## src/rtl/core/astc_pkg.sv

```systemverilog
// ----------------------------------------------------------------------------
// astc_pkg: shared types and constants for the aligned section table builder
// Holds the item kind codes, field widths, CRC-32 constants and the
// byte-wise reflected CRC-32 update.
// ----------------------------------------------------------------------------
package astc_pkg;

    localparam int ASTC_ALIGN_BYTES = 64;

    localparam int HDR_W  = 16;
    localparam int LEN_W  = 40;
    localparam int OFS_W  = 48;
    localparam int CRC_W  = 32;
    localparam int BYTE_W = 8;
    localparam int KIND_W = 2;

    localparam logic [KIND_W-1:0] KIND_DATA  = 2'd0;
    localparam logic [KIND_W-1:0] KIND_CLOSE = 2'd1;
    localparam logic [KIND_W-1:0] KIND_BEGIN = 2'd2;

    localparam logic [CRC_W-1:0] CRC_POLY = 32'hEDB8_8320;
    localparam logic [CRC_W-1:0] CRC_INIT = 32'hFFFF_FFFF;
    localparam logic [LEN_W-1:0] LEN_MAX  = {LEN_W{1'b1}};

    // One item as seen by the state-holding units
    typedef struct packed {
        logic              go;
        logic [KIND_W-1:0] kind;
        logic [BYTE_W-1:0] data_byte;
    } t_step;

    // Running per-section status
    typedef struct packed {
        logic [CRC_W-1:0] crc;
        logic [LEN_W-1:0] count;
        logic             ovf;
    } t_sec_status;

    // Reflected CRC-32, one byte, LSB first
    function automatic logic [CRC_W-1:0] crc32_byte(input logic [CRC_W-1:0] c,
                                                    input logic [BYTE_W-1:0] b);
        logic [CRC_W-1:0] x;
        x = c ^ {{(CRC_W-BYTE_W){1'b0}}, b};
        for (int i = 0; i < BYTE_W; i++) begin
            x = x[0] ? ((x >> 1) ^ CRC_POLY) : (x >> 1);
        end
        return x;
    endfunction

endpackage

```

## src/rtl/core/astc_if.sv

```systemverilog
// ----------------------------------------------------------------------------
// astc_if: valid/ready channels of the aligned section table builder
// Item input, section entry output and the configuration write channel.
// ----------------------------------------------------------------------------
interface astc_item_if;
    logic       valid;
    logic       ready;
    logic [1:0] kind;
    logic [7:0] data_byte;
    logic [7:0] sec_id;

    modport source (output valid, kind, data_byte, sec_id, input ready);
    modport sink   (input valid, kind, data_byte, sec_id, output ready);
endinterface

interface astc_entry_if;
    logic        valid;
    logic        ready;
    logic [7:0]  entry_sec_id;
    logic [47:0] entry_offset;
    logic [39:0] entry_length;
    logic [31:0] entry_checksum;
    logic [47:0] next_offset;
    logic        length_overflow;

    modport source (output valid, entry_sec_id, entry_offset, entry_length,
                    entry_checksum, next_offset, length_overflow, input ready);
    modport sink   (input valid, entry_sec_id, entry_offset, entry_length,
                    entry_checksum, next_offset, length_overflow, output ready);
endinterface

interface astc_cfg_if;
    logic        valid;
    logic        ready;
    logic [15:0] data;

    modport source (output valid, data, input ready);
    modport sink   (input valid, data, output ready);
endinterface

```

## src/rtl/core/astc_section_acc.sv

```systemverilog
// ----------------------------------------------------------------------------
// astc_section_acc: per-section CRC-32 and saturating length count
// Folds one data byte per step into the CRC and counts it; a close or a
// begin item restarts the section.
// ----------------------------------------------------------------------------
module astc_section_acc
    import astc_pkg::*;
(
    input  logic        i_clk,
    input  logic        i_rst_n,
    input  t_step       i_step,
    output t_sec_status o_status
);

    logic [CRC_W-1:0] r_crc,   n_crc;
    logic [LEN_W-1:0] r_count, n_count;
    logic             r_ovf,   n_ovf;

    always_comb begin
        n_crc   = r_crc;
        n_count = r_count;
        n_ovf   = r_ovf;
        if (i_step.go) begin
            case (i_step.kind)
                KIND_DATA: begin
                    n_crc = crc32_byte(r_crc, i_step.data_byte);
                    // hold the count at its ceiling and flag it
                    if (r_count == LEN_MAX) begin
                        n_ovf = 1'b1;
                    end else begin
                        n_count = r_count + {{(LEN_W-1){1'b0}}, 1'b1};
                    end
                end
                KIND_CLOSE, KIND_BEGIN: begin
                    n_crc   = CRC_INIT;
                    n_count = '0;
                    n_ovf   = 1'b0;
                end
                default: begin
                end
            endcase
        end
    end

    always_ff @(posedge i_clk) begin
        if (!i_rst_n) begin
            r_crc   <= CRC_INIT;
            r_count <= '0;
            r_ovf   <= 1'b0;
        end else begin
            r_crc   <= n_crc;
            r_count <= n_count;
            r_ovf   <= n_ovf;
        end
    end

    assign o_status.crc   = r_crc;
    assign o_status.count = r_count;
    assign o_status.ovf   = r_ovf;

endmodule

```

## src/rtl/core/astc_offset_trk.sv

```systemverilog
// ----------------------------------------------------------------------------
// astc_offset_trk: running section offset with alignment
// Computes the aligned, saturated next offset on close and reloads the
// aligned header-and-table size on begin. ALIGN_BYTES is a power of two.
// ----------------------------------------------------------------------------
module astc_offset_trk
    import astc_pkg::*;
#(
    parameter int ALIGN_BYTES = ASTC_ALIGN_BYTES
)
(
    input  logic             i_clk,
    input  logic             i_rst_n,
    input  t_step            i_step,
    input  logic [HDR_W-1:0] i_header_table_bytes,
    input  logic [LEN_W-1:0] i_length,
    output logic [OFS_W-1:0] o_offset,
    output logic [OFS_W-1:0] o_next_offset
);

    localparam int ALIGN_LOG2 = $clog2(ALIGN_BYTES);
    localparam logic [OFS_W+1:0] ROUND_ADD = (OFS_W+2)'(ALIGN_BYTES - 1);
    localparam logic [HDR_W:0]   HDR_ADD   = (HDR_W+1)'(ALIGN_BYTES - 1);
    localparam logic [OFS_W-1:0] OFS_SAT   =
        {{(OFS_W-ALIGN_LOG2){1'b1}}, {ALIGN_LOG2{1'b0}}};

    logic [OFS_W-1:0] r_offset, n_offset;
    logic [OFS_W:0]   w_sum;
    logic [OFS_W+1:0] w_round;
    logic [OFS_W+1:0] w_round_al;
    logic [OFS_W-1:0] w_next;
    logic [HDR_W:0]   w_hdr_round;
    logic [OFS_W-1:0] w_hdr_al;

    always_comb begin
        w_sum      = (OFS_W+1)'(r_offset) + (OFS_W+1)'(i_length);
        w_round    = (OFS_W+2)'(w_sum) + ROUND_ADD;
        w_round_al = {w_round[OFS_W+1:ALIGN_LOG2], {ALIGN_LOG2{1'b0}}};
        // clamp to the last aligned offset below the 48-bit ceiling
        w_next     = (w_round_al[OFS_W+1:OFS_W] != 2'b00) ? OFS_SAT
                                                          : w_round_al[OFS_W-1:0];

        w_hdr_round = (HDR_W+1)'(i_header_table_bytes) + HDR_ADD;
        w_hdr_al    = OFS_W'({w_hdr_round[HDR_W:ALIGN_LOG2], {ALIGN_LOG2{1'b0}}});

        n_offset = r_offset;
        if (i_step.go) begin
            case (i_step.kind)
                KIND_CLOSE: n_offset = w_next;
                KIND_BEGIN: n_offset = w_hdr_al;
                default:    n_offset = r_offset;
            endcase
        end
    end

    // header size resets to zero, so the aligned start is zero too
    always_ff @(posedge i_clk) begin
        if (!i_rst_n) begin
            r_offset <= '0;
        end else begin
            r_offset <= n_offset;
        end
    end

    assign o_offset      = r_offset;
    assign o_next_offset = w_next;

endmodule

```

## src/rtl/core/aligned_section_table_crc32.sv

```systemverilog
// ----------------------------------------------------------------------------
// aligned_section_table_crc32: section table entries with CRC-32
// Streams section bytes, keeps a reflected CRC-32 and length per section and
// emits one table entry with aligned offsets on each close request.
//
//   channel   dir  handshake     payload
//   i_cfg     in   valid/ready   data (header plus table bytes)
//   i_item    in   valid/ready   kind, data_byte, sec_id
//   o_entry   out  valid/ready   id, offset, length, checksum, next, overflow
//
// One request per cycle while no held entry stalls it: an accepted request is
// held in the input register, is applied to the CRC, length and offset state
// and, on close, lands in the output register, so an entry is presented from
// the output register after passing the input register. The 8-bit CRC update
// and the 49-bit offset add set the cycle. A held entry stalls the input
// register; the input side keeps taking requests while the entry is taken in the same cycle.
// Reset is synchronous and active low; no clearing pass is needed.
// ----------------------------------------------------------------------------
module aligned_section_table_crc32
    import astc_pkg::*;
#(
    parameter int ALIGN_BYTES = ASTC_ALIGN_BYTES
)
(
    input  logic         i_clk,
    input  logic         i_rst_n,
    astc_cfg_if.sink     i_cfg,
    astc_item_if.sink    i_item,
    astc_entry_if.source o_entry
);

    localparam int ALIGN_LOG2 = $clog2(ALIGN_BYTES);

    logic [HDR_W-1:0]  r_hdr_bytes;

    logic              r_in_valid;
    logic [KIND_W-1:0] r_in_kind;
    logic [BYTE_W-1:0] r_in_data;
    logic [BYTE_W-1:0] r_in_id;

    logic              r_out_valid;
    logic [BYTE_W-1:0] r_out_id;
    logic [OFS_W-1:0]  r_out_offset;
    logic [LEN_W-1:0]  r_out_length;
    logic [CRC_W-1:0]  r_out_crc;
    logic [OFS_W-1:0]  r_out_next;
    logic              r_out_ovf;

    logic              w_go;
    logic              w_load;
    t_step             w_step;
    t_sec_status       w_status;
    logic [OFS_W-1:0]  w_offset;
    logic [OFS_W-1:0]  w_next_offset;

    // advance the input register unless a held entry is not taken
    assign w_go   = r_in_valid && (!r_out_valid || o_entry.ready);
    assign w_load = w_go && (r_in_kind == KIND_CLOSE);

    assign i_item.ready = !r_in_valid || w_go;
    assign i_cfg.ready  = 1'b1;

    assign w_step.go        = w_go;
    assign w_step.kind      = r_in_kind;
    assign w_step.data_byte = r_in_data;

    always_ff @(posedge i_clk) begin
        if (!i_rst_n) begin
            r_hdr_bytes <= '0;
        end else if (i_cfg.valid) begin
            r_hdr_bytes <= i_cfg.data;
        end
    end

    always_ff @(posedge i_clk) begin
        if (!i_rst_n) begin
            r_in_valid <= 1'b0;
        end else if (i_item.ready) begin
            r_in_valid <= i_item.valid;
        end
    end

    always_ff @(posedge i_clk) begin
        if (i_item.ready && i_item.valid) begin
            r_in_kind <= i_item.kind;
            r_in_data <= i_item.data_byte;
            r_in_id   <= i_item.sec_id;
        end
    end

    astc_section_acc u_section_acc (
        .i_clk    (i_clk),
        .i_rst_n  (i_rst_n),
        .i_step   (w_step),
        .o_status (w_status)
    );

    astc_offset_trk #(
        .ALIGN_BYTES (ALIGN_BYTES)
    ) u_offset_trk (
        .i_clk                (i_clk),
        .i_rst_n              (i_rst_n),
        .i_step               (w_step),
        .i_header_table_bytes (r_hdr_bytes),
        .i_length             (w_status.count),
        .o_offset             (w_offset),
        .o_next_offset        (w_next_offset)
    );

    always_ff @(posedge i_clk) begin
        if (!i_rst_n) begin
            r_out_valid <= 1'b0;
        end else if (w_load) begin
            r_out_valid <= 1'b1;
        end else if (o_entry.ready) begin
            r_out_valid <= 1'b0;
        end
    end

    always_ff @(posedge i_clk) begin
        if (w_load) begin
            r_out_id     <= r_in_id;
            r_out_offset <= w_offset;
            r_out_length <= w_status.count;
            r_out_crc    <= ~w_status.crc;
            r_out_next   <= w_next_offset;
            r_out_ovf    <= w_status.ovf;
        end
    end

    assign o_entry.valid           = r_out_valid;
    assign o_entry.entry_sec_id    = r_out_id;
    assign o_entry.entry_offset    = r_out_offset;
    assign o_entry.entry_length    = r_out_length;
    assign o_entry.entry_checksum  = r_out_crc;
    assign o_entry.next_offset     = r_out_next;
    assign o_entry.length_overflow = r_out_ovf;

    a_next_aligned: assert property (@(posedge i_clk) disable iff (!i_rst_n)
        r_out_valid |-> (r_out_next[ALIGN_LOG2-1:0] == '0))
        else $error("next offset not aligned");

    a_next_not_below: assert property (@(posedge i_clk) disable iff (!i_rst_n)
        r_out_valid |-> (r_out_next >= r_out_offset))
        else $error("next offset below section offset");

    a_ovf_saturated: assert property (@(posedge i_clk) disable iff (!i_rst_n)
        (r_out_valid && r_out_ovf) |-> (r_out_length == LEN_MAX))
        else $error("overflow flagged without saturated length");

    a_stall_keeps_request: assert property (@(posedge i_clk) disable iff (!i_rst_n)
        (r_in_valid && !w_go) |=> r_in_valid)
        else $error("stalled request dropped");

endmodule

```

## src/flat_wrapper.sv

```systemverilog
// flat-port wrapper written by rule: the top's interface ports become plain ports
module aligned_section_table_crc32_flat import astc_pkg::*;
#(
    parameter int ALIGN_BYTES = ASTC_ALIGN_BYTES
)
  (i_clk, i_rst_n, i_cfg_valid, i_cfg_data, i_cfg_ready, i_item_valid, i_item_kind, i_item_data_byte, i_item_sec_id, i_item_ready, o_entry_valid, o_entry_entry_sec_id, o_entry_entry_offset, o_entry_entry_length, o_entry_entry_checksum, o_entry_next_offset, o_entry_length_overflow, o_entry_ready);
  astc_cfg_if i_cfg_i ();
  astc_item_if i_item_i ();
  astc_entry_if o_entry_i ();
  input  logic i_clk;
  input  logic i_rst_n;
  input wire logic [$bits(i_cfg_i.valid)-1:0] i_cfg_valid;
  input wire logic [$bits(i_cfg_i.data)-1:0] i_cfg_data;
  output wire logic [$bits(i_cfg_i.ready)-1:0] i_cfg_ready;
  input wire logic [$bits(i_item_i.valid)-1:0] i_item_valid;
  input wire logic [$bits(i_item_i.kind)-1:0] i_item_kind;
  input wire logic [$bits(i_item_i.data_byte)-1:0] i_item_data_byte;
  input wire logic [$bits(i_item_i.sec_id)-1:0] i_item_sec_id;
  output wire logic [$bits(i_item_i.ready)-1:0] i_item_ready;
  output wire logic [$bits(o_entry_i.valid)-1:0] o_entry_valid;
  output wire logic [$bits(o_entry_i.entry_sec_id)-1:0] o_entry_entry_sec_id;
  output wire logic [$bits(o_entry_i.entry_offset)-1:0] o_entry_entry_offset;
  output wire logic [$bits(o_entry_i.entry_length)-1:0] o_entry_entry_length;
  output wire logic [$bits(o_entry_i.entry_checksum)-1:0] o_entry_entry_checksum;
  output wire logic [$bits(o_entry_i.next_offset)-1:0] o_entry_next_offset;
  output wire logic [$bits(o_entry_i.length_overflow)-1:0] o_entry_length_overflow;
  input wire logic [$bits(o_entry_i.ready)-1:0] o_entry_ready;
  assign i_cfg_i.valid = i_cfg_valid;
  assign i_cfg_i.data = i_cfg_data;
  assign i_cfg_ready = i_cfg_i.ready;
  assign i_item_i.valid = i_item_valid;
  assign i_item_i.kind = i_item_kind;
  assign i_item_i.data_byte = i_item_data_byte;
  assign i_item_i.sec_id = i_item_sec_id;
  assign i_item_ready = i_item_i.ready;
  assign o_entry_valid = o_entry_i.valid;
  assign o_entry_entry_sec_id = o_entry_i.entry_sec_id;
  assign o_entry_entry_offset = o_entry_i.entry_offset;
  assign o_entry_entry_length = o_entry_i.entry_length;
  assign o_entry_entry_checksum = o_entry_i.entry_checksum;
  assign o_entry_next_offset = o_entry_i.next_offset;
  assign o_entry_length_overflow = o_entry_i.length_overflow;
  assign o_entry_i.ready = o_entry_ready;
  aligned_section_table_crc32 #(.ALIGN_BYTES(ALIGN_BYTES)) u_core (.i_clk(i_clk), .i_rst_n(i_rst_n), .i_cfg(i_cfg_i), .i_item(i_item_i), .o_entry(o_entry_i));
endmodule
```

## config.mk

```make
export PLATFORM = sky130hd
export DESIGN_NAME = aligned_section_table_crc32_flat
export DESIGN_NICKNAME = d
export VERILOG_FILES = /design/src/rtl/core/astc_pkg.sv /design/src/rtl/core/astc_if.sv /design/src/rtl/core/astc_section_acc.sv /design/src/rtl/core/astc_offset_trk.sv /design/src/rtl/core/aligned_section_table_crc32.sv /design/src/flat_wrapper.sv
export SDC_FILE = /design/constraint.sdc
export NUM_CORES = 1
export LEC_CHECK = 0
export BUFFER_PORTS_ARGS = -buffer_cell sky130_fd_sc_hd__buf_2
export CORE_AREA = 10 10 150 179
export DETAILED_ROUTE_END_ITERATION = 16
export DIE_AREA = 0 0 160 189
export GPL_TIMING_DRIVEN = 0
export PLACE_DENSITY = 0.8
export SYNTH_ARGS = -nofsm -noshare
export SYNTH_HDL_FRONTEND = slang
export SYNTH_SLANG_ARGS = --single-unit
```

## constraint.sdc

```tcl
create_clock -name i_clk -period 9.2 [get_ports i_clk]
set_input_delay 0.92 -clock i_clk [delete_from_list [all_inputs] [get_ports i_clk]]
set_output_delay 0.92 -clock i_clk [all_outputs]
set_load 0.02 [all_outputs]
```

==> flow_summary.json, run 1 <==
{
  "grt_usage_pct": 21.8,
  "regArea_mm2": 0.00816,
  "die_h_um": 189,
  "synth_area_leaders": "edfxtp_1 39%, dfxtp_1 19%, xnor2_1 5.3%, xor2_1 3.8%, nand2_1 3.7%",
  "hold_path.class": "register to register",
  "yosys.cell_types.count": 71,
  "grt_pass1_wl_um": 54300,
  "ios": 219,
  "combPwrFrac_pct": 8.5,
  "irDropWorstVdd_mv": 0.190,
  "synth_seq_cells": 316,
  "p_per_area_mw_per_mm2": 192,
  "worstPathRequired_ns": 9.63,
  "rows": 61,
  "routed_wl_um": 34300,
  "synth_area_mm2": 0.0140,
  "h-tree-depth": 1,
  "grt_pass1_vias": 10000,
  "p_clk_share_pct": 43.0,
  "syn2layout_area_growth_pct": 18.7,
  "p_leak_uw": 0.00652,
  "hpwlAfterDp_um": 25600,
  "path_max_fanout": 8,
  "hold_violations": 0,
  "pwr-share-seq_pct": 48.4,
  "relSlewSlack_pct": 21.2,
  "insertion_delay_ns": 0.57,
  "antenna_found_initial": 2,
  "worstPathArrival_ns": 4.06,
  "diodes": 0,
  "cts_resized": 0,
  "vias": 10100,
  "avgSynthCellArea_um2": 11.4,
  "hold_slack_ns": 0.417,
  "drive_gt1_share_pct": 20.3,
  "drt_iter0_markers": 659,
  "cts_tree": "done",
  "p_switching_uw": 720,
  "cts_buffer_depth": 3,
  "worst_slew_pin_slew_ns": 1.17,
  "async_reset_ff_share_pct": 0,
  "maxCapViolCount": 0,
  "drc": 0,
  "ys_warn_count": 0,
  "drtAntennaViolNets": 0,
  "crit_type": "register to register",
  "multi_input_area_mm2": 0.00541,
  "synth_top_area_cell": "edfxtp_1",
  "yosysSeqAreaShare_pct": 58.4,
  "numCtsBuffers": 30,
  "fmax_ghz": 0.275,
  "status": "completed",
  "ys.flop_type": "edfxtp_1",
  "fillers": 1688,
  "root_buffer": "clkbuf_16",
  "min_period_over_period_pct": 39.5,
  "synth-edff-count": 183,
  "syn_inst": 1225,
  "tns_ns": 0,
  "start_kind": "register",
  "cts_sinks": 316,
  "core_mm2": 0.0232,
  "switching_share_pct": 22.5,
  "rsz0062_at_grt": "no",
  "mostFrequentLayoutCell": "buf_2",
  "initial_core_util_pct": 60.2,
  "internal_power_uw": 2470,
  "hold_buffers": 0,
  "post_drt_wl_per_cell_um": 18.9,
  "grt_max_degree": 98,
  "cp-end-kind": "register",
  "nets": 1552,
  "postCtsSetupRepairBufs": 0,
  "die_w_um": 160,
  "setup_violations": 0,
  "cts.clk_slew.worst_paths_ns": 0.07,
  "fin_worst_skew_ns": 0.0211,
  "drt-pass1-iter-count": 5,
  "final_cell_mix": "208 x buf_2, 183 x edfxtp_1, 137 x nand2_1",
  "overflow": 0,
  "vias_per_cell": 5.58,
  "port_buffers": 204,
  "timing_max_transition_violations_final": 0,
  "dieArea_mm2": 0.0302,
  "netlist.area_leader.share_pct": 39.3,
  "place.gp.congestion": 0.962,
  "min_period_ns": 3.63
}
[sequential cells by signal, indices dropped and copies added, names as in the netlist, 16 cells and up]
| signal | cells |
|---|---|
| u_core.o_entry.entry_checksum | 32 |
| u_core.o_entry.entry_length | 40 |
| u_core.o_entry.entry_offset | 42 |
| u_core.o_entry.next_offset | 42 |
| u_core.r_hdr_bytes | 16 |
| u_core.u_offset_trk.o_offset | 42 |
| u_core.u_section_acc.r_count | 40 |
| u_core.u_section_acc.r_crc | 32 |
[routing by layer]
metal	vias up	share of wire, %	GRT usage (%)
met1	4785	40	25.8
met5	-	0.020	0
met3	73	8.6	5.73
met4	2	2.8	7.43
li1	4880	-	-
met2	373	49	37.7
[worst paths after layout]
check | startpoint | endpoint | slack [ns] | depth (start not counted)
worst max-delay path | u_core.u_section_acc.r_count[22] | u_core.u_section_acc.r_count[10] | 5.57 | 9
worst min-delay path | u_core.r_in_id[5] | u_core.o_entry.entry_sec_id[5] | 0.42 | 0
worst max register to register | u_core.u_section_acc.r_count[22] | u_core.u_section_acc.r_count[10] | 5.57 | 9
worst min register to register | u_core.r_in_id[5] | u_core.o_entry.entry_sec_id[5] | 0.42 | 0
[power by group through the flow]
stage          clock, µW  sequential (µW)  combinational (µW)
2_1_floorplan          0             1600                 180
4_1_cts             1380             1550                 273
3_5_place_dp           0             1580                 271
5_1_grt             1440             1550                 297
3_3_place_gp           0             1580                 265
6_report            1370             1550                 273
[area by class of cell]
cell class	count	share of cell area (%)
plain buffers	55	1.59
clock buffers	41	5.26
clock inverters	15	1.55
inverters	49	1.14
multi-input cells	816	32.6
flip-flops and latches	316	49.2
well taps	315	2.38
repair buffers	205	6.32
[Yosys cell counts, types with 5 or more instances]
master,n
a21o_1,9
xor2_1,61
o21ai_0,36
nand4_1,22
inv_1,49
a221o_1,7
o21ai_1,6
dfxtp_1,133
xnor2_1,84
nand3_1,25
buf_4,14
nand3b_1,5
mux2i_1,18
nor4_1,7
o21bai_1,8
o22ai_1,32
nor2b_1,7
a21oi_1,53
edfxtp_1,183
and4_1,6
ha_1,40
nand2b_1,7
and3_1,18
clkbuf_1,36
a22o_1,24
o21a_1,5
nand2_1,137
nor3_1,16
and2_1,12
or3_1,5
nor2_1,90
[kinds of logic (layout without fill, tap and decap cells)]
logic type	count (synthesis)	in the layout	synth area share, %
buf+inv	104	365	3.21
other cells	2	13	0.0537
xor+xnor	147	147	9.32
fa+ha+maj	40	40	3.58
mux	22	22	1.61
simple gates	375	375	13.0
compound gates	219	219	10.8
flops	316	316	58.4
[worst max-delay path, stage by stage, from the launching register on]
cell,delay (ns)
dfxtp_1,0.45
and4_1,0.33
and4_1,0.29
nand4_1,0.24
nor4_2,0.98
nor2_1,0.43
nand3_1,0.41
nor2_1,0.11
xnor2_1,0.20
nor2_1,0.06
[stage by stage]
step	cells	cell area, µm²	setup slack, ns	power, µW	utilization [%]
after floorplan	1236	14000	4.20	1780	-
after global placement	1755	15400	2.93	1840	66.5
after detailed placement	1756	15500	5.59	1850	66.6
after CTS	1812	16600	5.50	3200	71.5
after global routing	1812	16600	5.29	3290	71.5
final	1812	16600	5.57	3190	71.5
Note: power is estimated with default switching activity, not from simulation.
==> run 2, diff against run 1 <==
--- a/config.mk
+++ b/config.mk
@@ -6,11 +6,11 @@
 export NUM_CORES = 1
 export LEC_CHECK = 0
 export BUFFER_PORTS_ARGS = -buffer_cell sky130_fd_sc_hd__buf_2
-export CORE_AREA = 10 10 150 179
+export CORE_AREA = 10 10 154 185
 export DETAILED_ROUTE_END_ITERATION = 16
-export DIE_AREA = 0 0 160 189
+export DIE_AREA = 0 0 164 195
 export GPL_TIMING_DRIVEN = 0
-export PLACE_DENSITY = 0.8
+export PLACE_DENSITY = 0.75
 export SYNTH_ARGS = -nofsm -noshare
 export SYNTH_HDL_FRONTEND = slang
 export SYNTH_SLANG_ARGS = --single-unit
==> constraint.sdc (replaced) <==
create_clock -name i_clk -period 3.7 [get_ports i_clk]
set_input_delay 0.37 -clock i_clk [delete_from_list [all_inputs] [get_ports i_clk]]
set_output_delay 0.37 -clock i_clk [all_outputs]
set_load 0.02 [all_outputs]
==> flow_summary.json, run 2 (synthesis gave the netlist of run 1 again) <==
{
  "post-place-ws_ns": 0.0284,
  "grt_max_degree": 52,
  "worst_slew_pin_slew_ns": 1.18,
  "drc": 0,
  "fillers": 1944,
  "cts_tree": "done",
  "grt_pass1_wl_um": 57200,
  "drt_iter0_markers": 482,
  "dieArea_mm2": 0.0320,
  "rrSetupSlack_ns": 0.21,
  "p_per_area_mw_per_mm2": 462,
  "final_cell_mix": "208 x buf_2, 183 x edfxtp_1, 137 x nand2_1",
  "mostFrequentLayoutCell": "buf_2",
  "vias_per_cell": 5.52,
  "path_max_fanout": 10,
  "hold_violations": 0,
  "worstPathRequired_ns": 3.99,
  "combPwrFrac_pct": 9.0,
  "drtAntennaViolNets": 0,
  "die_h_um": 195,
  "min_from": "i_cfg_data[12]",
  "min_period_ns": 3.49,
  "antenna_found_initial": 1,
  "numCtsBuffers": 30,
  "initial_core_util_pct": 55.9,
  "setup_violations": 0,
  "min_period_over_period_pct": 94.3,
  "routed_wl_um": 36300,
  "nets": 1573,
  "reg2reg_depth": 12,
  "fin_worst_skew_ns": 0.0175,
  "status": "completed",
  "place.gp.congestion": 0.918,
  "maxCapViolCount": 0,
  "irDropWorstVdd_mv": 0.419,
  "internal_power_uw": 5970,
  "grt_pass1_vias": 10500,
  "dpl_cell_area_mm2": 0.0155,
  "cts_sinks": 316,
  "timing_max_transition_violations_final": 0,
  "drt-pass1-iter-count": 4,
  "layout_setup_ws_ns": 0.211,
  "crit_start": "u_core.u_section_acc.r_count[15]",
  "h-tree-depth": 1,
  "p_switching_uw": 1780,
  "pwr-share-seq_pct": 49.6,
  "drive_gt1_share_pct": 20.3,
  "p_clk_share_pct": 41.4,
  "core_mm2": 0.0250,
  "hold_slack_ns": 0.0572,
  "utilization_pct": 67.1,
  "dp.cells": 1773,
  "instances_no_fill": 1848,
  "ios": 219,
  "port_buffers": 204,
  "cts.clk_slew.worst_paths_ns": 0.06,
  "cts_buffer_depth": 3,
  "r2r-end": "u_core.o_entry.next_offset[47]",
  "grt_usage_pct": 22.2,
  "insertion_delay_ns": 0.55,
  "fmax_ghz": 0.287,
  "hold_path.class": "input pin to register",
  "root_buffer": "clkbuf_16",
  "start_kind": "register",
  "die_w_um": 164,
  "relSlewSlack_pct": 20.5,
  "switching_share_pct": 23.0,
  "rows": 64,
  "syn2layout_area_growth_pct": 20.0,
  "overflow": 0,
  "vias": 10200,
  "worstPathArrival_ns": 3.78,
  "crit_type": "register to register",
  "diodes": 0,
  "final_area_mm2": 0.0168,
  "p_leak_uw": 0.00659,
  "crit_end": "u_core.o_entry.next_offset[47]",
  "cp-end-kind": "register",
  "hpwlAfterDp_um": 26900,
  "post_drt_wl_per_cell_um": 19.6,
  "r2r_start": "u_core.u_section_acc.r_count[15]"
}
==> run 2: changes by cell type in the layout (fill, tap and decap cells not counted), sizes merged <==
cell | before | now
dlygate4sd3 | 0 | 18
bufinv | 6 | 3
inv | 51 | 49
clkbuf | 77 | 76
buf | 224 | 227
clkinvlp | 2 | 4
clkinv | 5 | 9
==> run 2: worst min path at each step <==
stage / slack (ns) / endpoint / cells after the start
2_1_floorplan: 0.40 / u_core.o_entry.entry_sec_id[0] / 0
3_3_place_gp: 0.40 / u_core.o_entry.entry_sec_id[3] / 0
3_5_place_dp: 0.41 / u_core.o_entry.entry_sec_id[2] / 0
4_1_cts: 0.05 / u_core.r_hdr_bytes[9] / 3
5_1_grt: 0.05 / u_core.r_hdr_bytes[4] / 3
6_report: 0.06 / u_core.r_hdr_bytes[12] / 3
==> run 2: layout make-up <==
type	instances	area, µm²	area share, %
buffer	55	264	1.57
clock inverter	16	179	1.07
sequential	316	8160	48.6
clock buffer	40	881	5.25
timing repair buffer	226	1270	7.56
inverter	49	188	1.12
multi-input combinational	816	5420	32.3
tap	330	413	2.46
==> run 2: power by group through the flow <==
stage                     Sequential (µW)  Combinational [µW]  Clock, µW
final                                3850                 697       3210
after global routing                 3850                 759       3400
after CTS                            3850                 696       3250
after detailed placement             3920                 676          0
after global placement               3920                 664          0
after floorplan                      3970                 449          0
==> run 2: what timing repair did <==
item,4_1_cts,5_1_grt
buffers inserted,0,1
cloned,0,0
endpoints found under the hold margin,18,0
gates resized for setup,0,2
hold buffers,18,0
pin swaps,1,1
setup endpoints to repair,1,70
==> run 2: metal layers <==
metal	GRT usage, %	share of wire (%)
met2	39.0	50
met1	25.9	40
met4	7.16	2.7
met5	0	0
met3	5.58	7.5
==> run 2: stage by stage <==
| step | total power, µW | setup TNS (ns) |
|---|---|---|
| 3_5_place_dp | 4600 | 0 |
| 4_1_cts | 7790 | 0 |
| 6_report | 7750 | 0 |
| 2_1_floorplan | 4420 | 0 |
| 3_3_place_gp | 4590 | -175.16 |
| 5_1_grt | 8020 | -0.00330 |
==> run 2: critical path: stages (launching register included) <==
cell and delay, ns:
dfxtp_1 0.47, ha_1 0.36, a21oi_2 0.24, o21ai_0 0.15, a221oi_1 0.39, nor2_1 0.14
nor4_4 0.26, buf_4 0.19, o31ai_4 0.12, a21oi_2 0.21, buf_2 0.32, nand2_1 0.08
mux2_2 0.27
==> run 3, diff against run 2 <==
--- a/config.mk
+++ b/config.mk
@@ -6,11 +6,12 @@
 export NUM_CORES = 1
 export LEC_CHECK = 0
 export BUFFER_PORTS_ARGS = -buffer_cell sky130_fd_sc_hd__buf_2
-export CORE_AREA = 10 10 154 185
+export CORE_AREA = 10 10 158 190
 export DETAILED_ROUTE_END_ITERATION = 16
-export DIE_AREA = 0 0 164 195
+export DIE_AREA = 0 0 168 200
 export GPL_TIMING_DRIVEN = 0
-export PLACE_DENSITY = 0.75
+export PLACE_DENSITY = 0.76
 export SYNTH_ARGS = -nofsm -noshare
 export SYNTH_HDL_FRONTEND = slang
+export SYNTH_HIERARCHICAL = 1
 export SYNTH_SLANG_ARGS = --single-unit
==> flow_summary.json, run 3 <==
{
  "rsz0062_at_grt": "no",
  "synth-edff-count": 195,
  "dieArea_mm2": 0.0336,
  "cts_sinks": 328,
  "drive_gt1_share_pct": 21.0,
  "die_w_um": 168,
  "cts_tree": "done",
  "vias_per_cell": 5.84,
  "cts.clk_slew.worst_paths_ns": 0.06,
  "async_reset_ff_share_pct": 0,
  "utilization_pct": 68.5,
  "min_period_ns": 3.30,
  "reg2reg_depth": 12,
  "hold_violations": 0,
  "fin_worst_skew_ns": 0.0194,
  "worstPathArrival_ns": 3.75,
  "drtAntennaViolNets": 0,
  "core_mm2": 0.0261,
  "setup_violations": 0,
  "synth_fa_ha_area_share_pct": 3.16,
  "synth_top_family_by_area": "compound AO/OA/AOI/OAI gates",
  "min_period_over_period_pct": 89.2,
  "final_cell_mix": "237 x buf_2, 195 x edfxtp_1, 133 x dfxtp_1",
  "power_uw": 7840,
  "cts_buffer_depth": 3,
  "synth_xor_area_share_pct": 7.85,
  "worstPathRequired_ns": 4.15,
  "worst_slew_pin_slew_ns": 0.996,
  "tns_ns": 0,
  "initial_core_util_pct": 57.6,
  "synth-compound-area-share_pct": 13.8,
  "avgSynthCellArea_um2": 11.5,
  "port_buffers": 216,
  "path_max_fanout": 19,
  "synth_top_area_cell": "edfxtp_1",
  "instances_no_fill": 1954,
  "p_leak_uw": 0.00760,
  "maxCapViolCount": 0,
  "crit_type": "register to register",
  "place.gp.congestion": 0.962,
  "fmax_ghz": 0.303,
  "cp-end-kind": "register",
  "irDropWorstVdd_mv": 0.394,
  "insertion_delay_ns": 0.57,
  "cts_resized": 0,
  "syn2layout_area_growth_pct": 18.9,
  "numCtsBuffers": 31,
  "grt_usage_pct": 23.1,
  "synth_most_common_cell": "edfxtp_1",
  "root_buffer": "clkbuf_16",
  "p_per_area_mw_per_mm2": 438,
  "synth_seq_cells": 328,
  "die_h_um": 200,
  "synth-simple-area-share_pct": 13.5,
  "post_drt_wl_per_cell_um": 20.6,
  "synth.mux.area_fraction_pct": 1.26,
  "drt-pass1-iter-count": 5,
  "overflow": 0,
  "relSlewSlack_pct": 33.1,
  "drc": 0,
  "synth_common_cells": "195 x edfxtp_1, 133 x dfxtp_1, 117 x nand2_1",
  "synth_area_mm2": 0.0150,
  "start_kind": "register",
  "ys_warn_count": 6,
  "hold_path.class": "input pin to register",
  "rows": 65,
  "grt_pass1_vias": 11500,
  "antenna_found_initial": 0,
  "hold_depth": 3,
  "routed_wl_um": 40300,
  "yosys.cell_types.count": 82,
  "status": "completed",
  "netlist.area_leader.share_pct": 38.9,
  "h-tree-depth": 1,
  "diodes": 0,
  "vias": 11400,
  "nets": 1671,
  "hold_slack_ns": 0.0225,
  "dp.cells": 1879,
  "grt_max_degree": 40,
  "synth_area_leaders": "edfxtp_1 39%, dfxtp_1 18%, xnor2_1 3.3%, a21oi_1 3.3%, ha_1 3.2%",
  "grt_pass1_wl_um": 62700,
  "syn_inst": 1311,
  "ios": 219,
  "yosysSeqAreaShare_pct": 56.6,
  "postCtsSetupRepairBufs": 0,
  "hpwlAfterDp_um": 30000,
  "ys.flop_type": "edfxtp_1",
  "timing_max_transition_violations_final": 0,
  "mostFrequentLayoutCell": "buf_2",
  "drt_iter0_markers": 780
}
run 3: final timing paths:
path | slack (ns) | to | startpoint
min reg2reg | 0.42 | u_core/o_entry.entry_sec_id[2] | u_core/r_in_id[2]
max | 0.40 | u_core/u_offset_trk/o_offset[24] | u_core/u_section_acc/r_count[17]
min | 0.02 | u_core/r_in_valid | i_item_valid
max reg2reg | 0.40 | u_core/u_offset_trk/o_offset[24] | u_core/u_section_acc/r_count[17]
run 3: worst max-delay path, cell delays in order, from the launching register on:
cell and delay, ns:
dfxtp_1 0.63, ha_1 0.32, clkbuf_1 0.18, a21oi_1 0.16, o21ai_0 0.11, a22oi_1 0.21, a311oi_1 0.18, nor3_2 0.25
or2_1 0.13, buf_2 0.35, buf_2 0.33, nand2_1 0.13, a22o_1 0.21
run 3: kinds of logic (layout without fill, tap and decap cells):
kind of cell | after synthesis | after routing
other | 2 | 13
muxes | 19 | 19
AOI/OAI and AO/OA | 318 | 318
xor gates and xnor gates | 103 | 103
DFF | 328 | 328
adders and majority gates | 38 | 38
and+or+nand+nor | 384 | 384
buffers and inverters | 119 | 416
run 3: timing repair:
action / 4_1_cts / 5_1_grt
setup endpoints to repair: 0 / 10
endpoints found under the hold margin: 18 / 0
hold buffers: 18 / 0
run 3: layout make-up:
type / instances / area, µm²
Buffer: 69 / 369
Multi-Input combinational cell: 875 / 6010
Fill cell: 2021 / 8230
Clock inverter: 15 / 144
Tap cell: 335 / 419
Clock buffer: 43 / 841
Timing Repair Buffer: 240 / 1380
Sequential cell: 328 / 8520
Inverter: 49 / 184
run 3: power breakdown:
part	switching [µW]	leakage [µW]	total (µW)	internal, µW
Sequential	59.8	0.00309	3990	3930
Clock	1350	0.000475	3090	1730
Combinational	388	0.00403	756	368
run 3: through the flow:
step	setup slack [ns]	cell area [µm²]
3_3_place_gp	-1.13	16600
5_1_grt	0.122	17900
3_5_place_dp	0.295	16700
4_1_cts	0.292	17900
2_1_floorplan	0.00152	15100
6_report	0.400	17900
run 3: layer usage:
layer | share of wire (%) | track usage (%) | vias to the layer above
met5 | 0 | 0 | -
met4 | 3.2 | 7.97 | 0
met3 | 7.2 | 5.15 | 77
met2 | 51 | 41.3 | 464
met1 | 38 | 26.7 | 5450
li1 | - | - | 5411
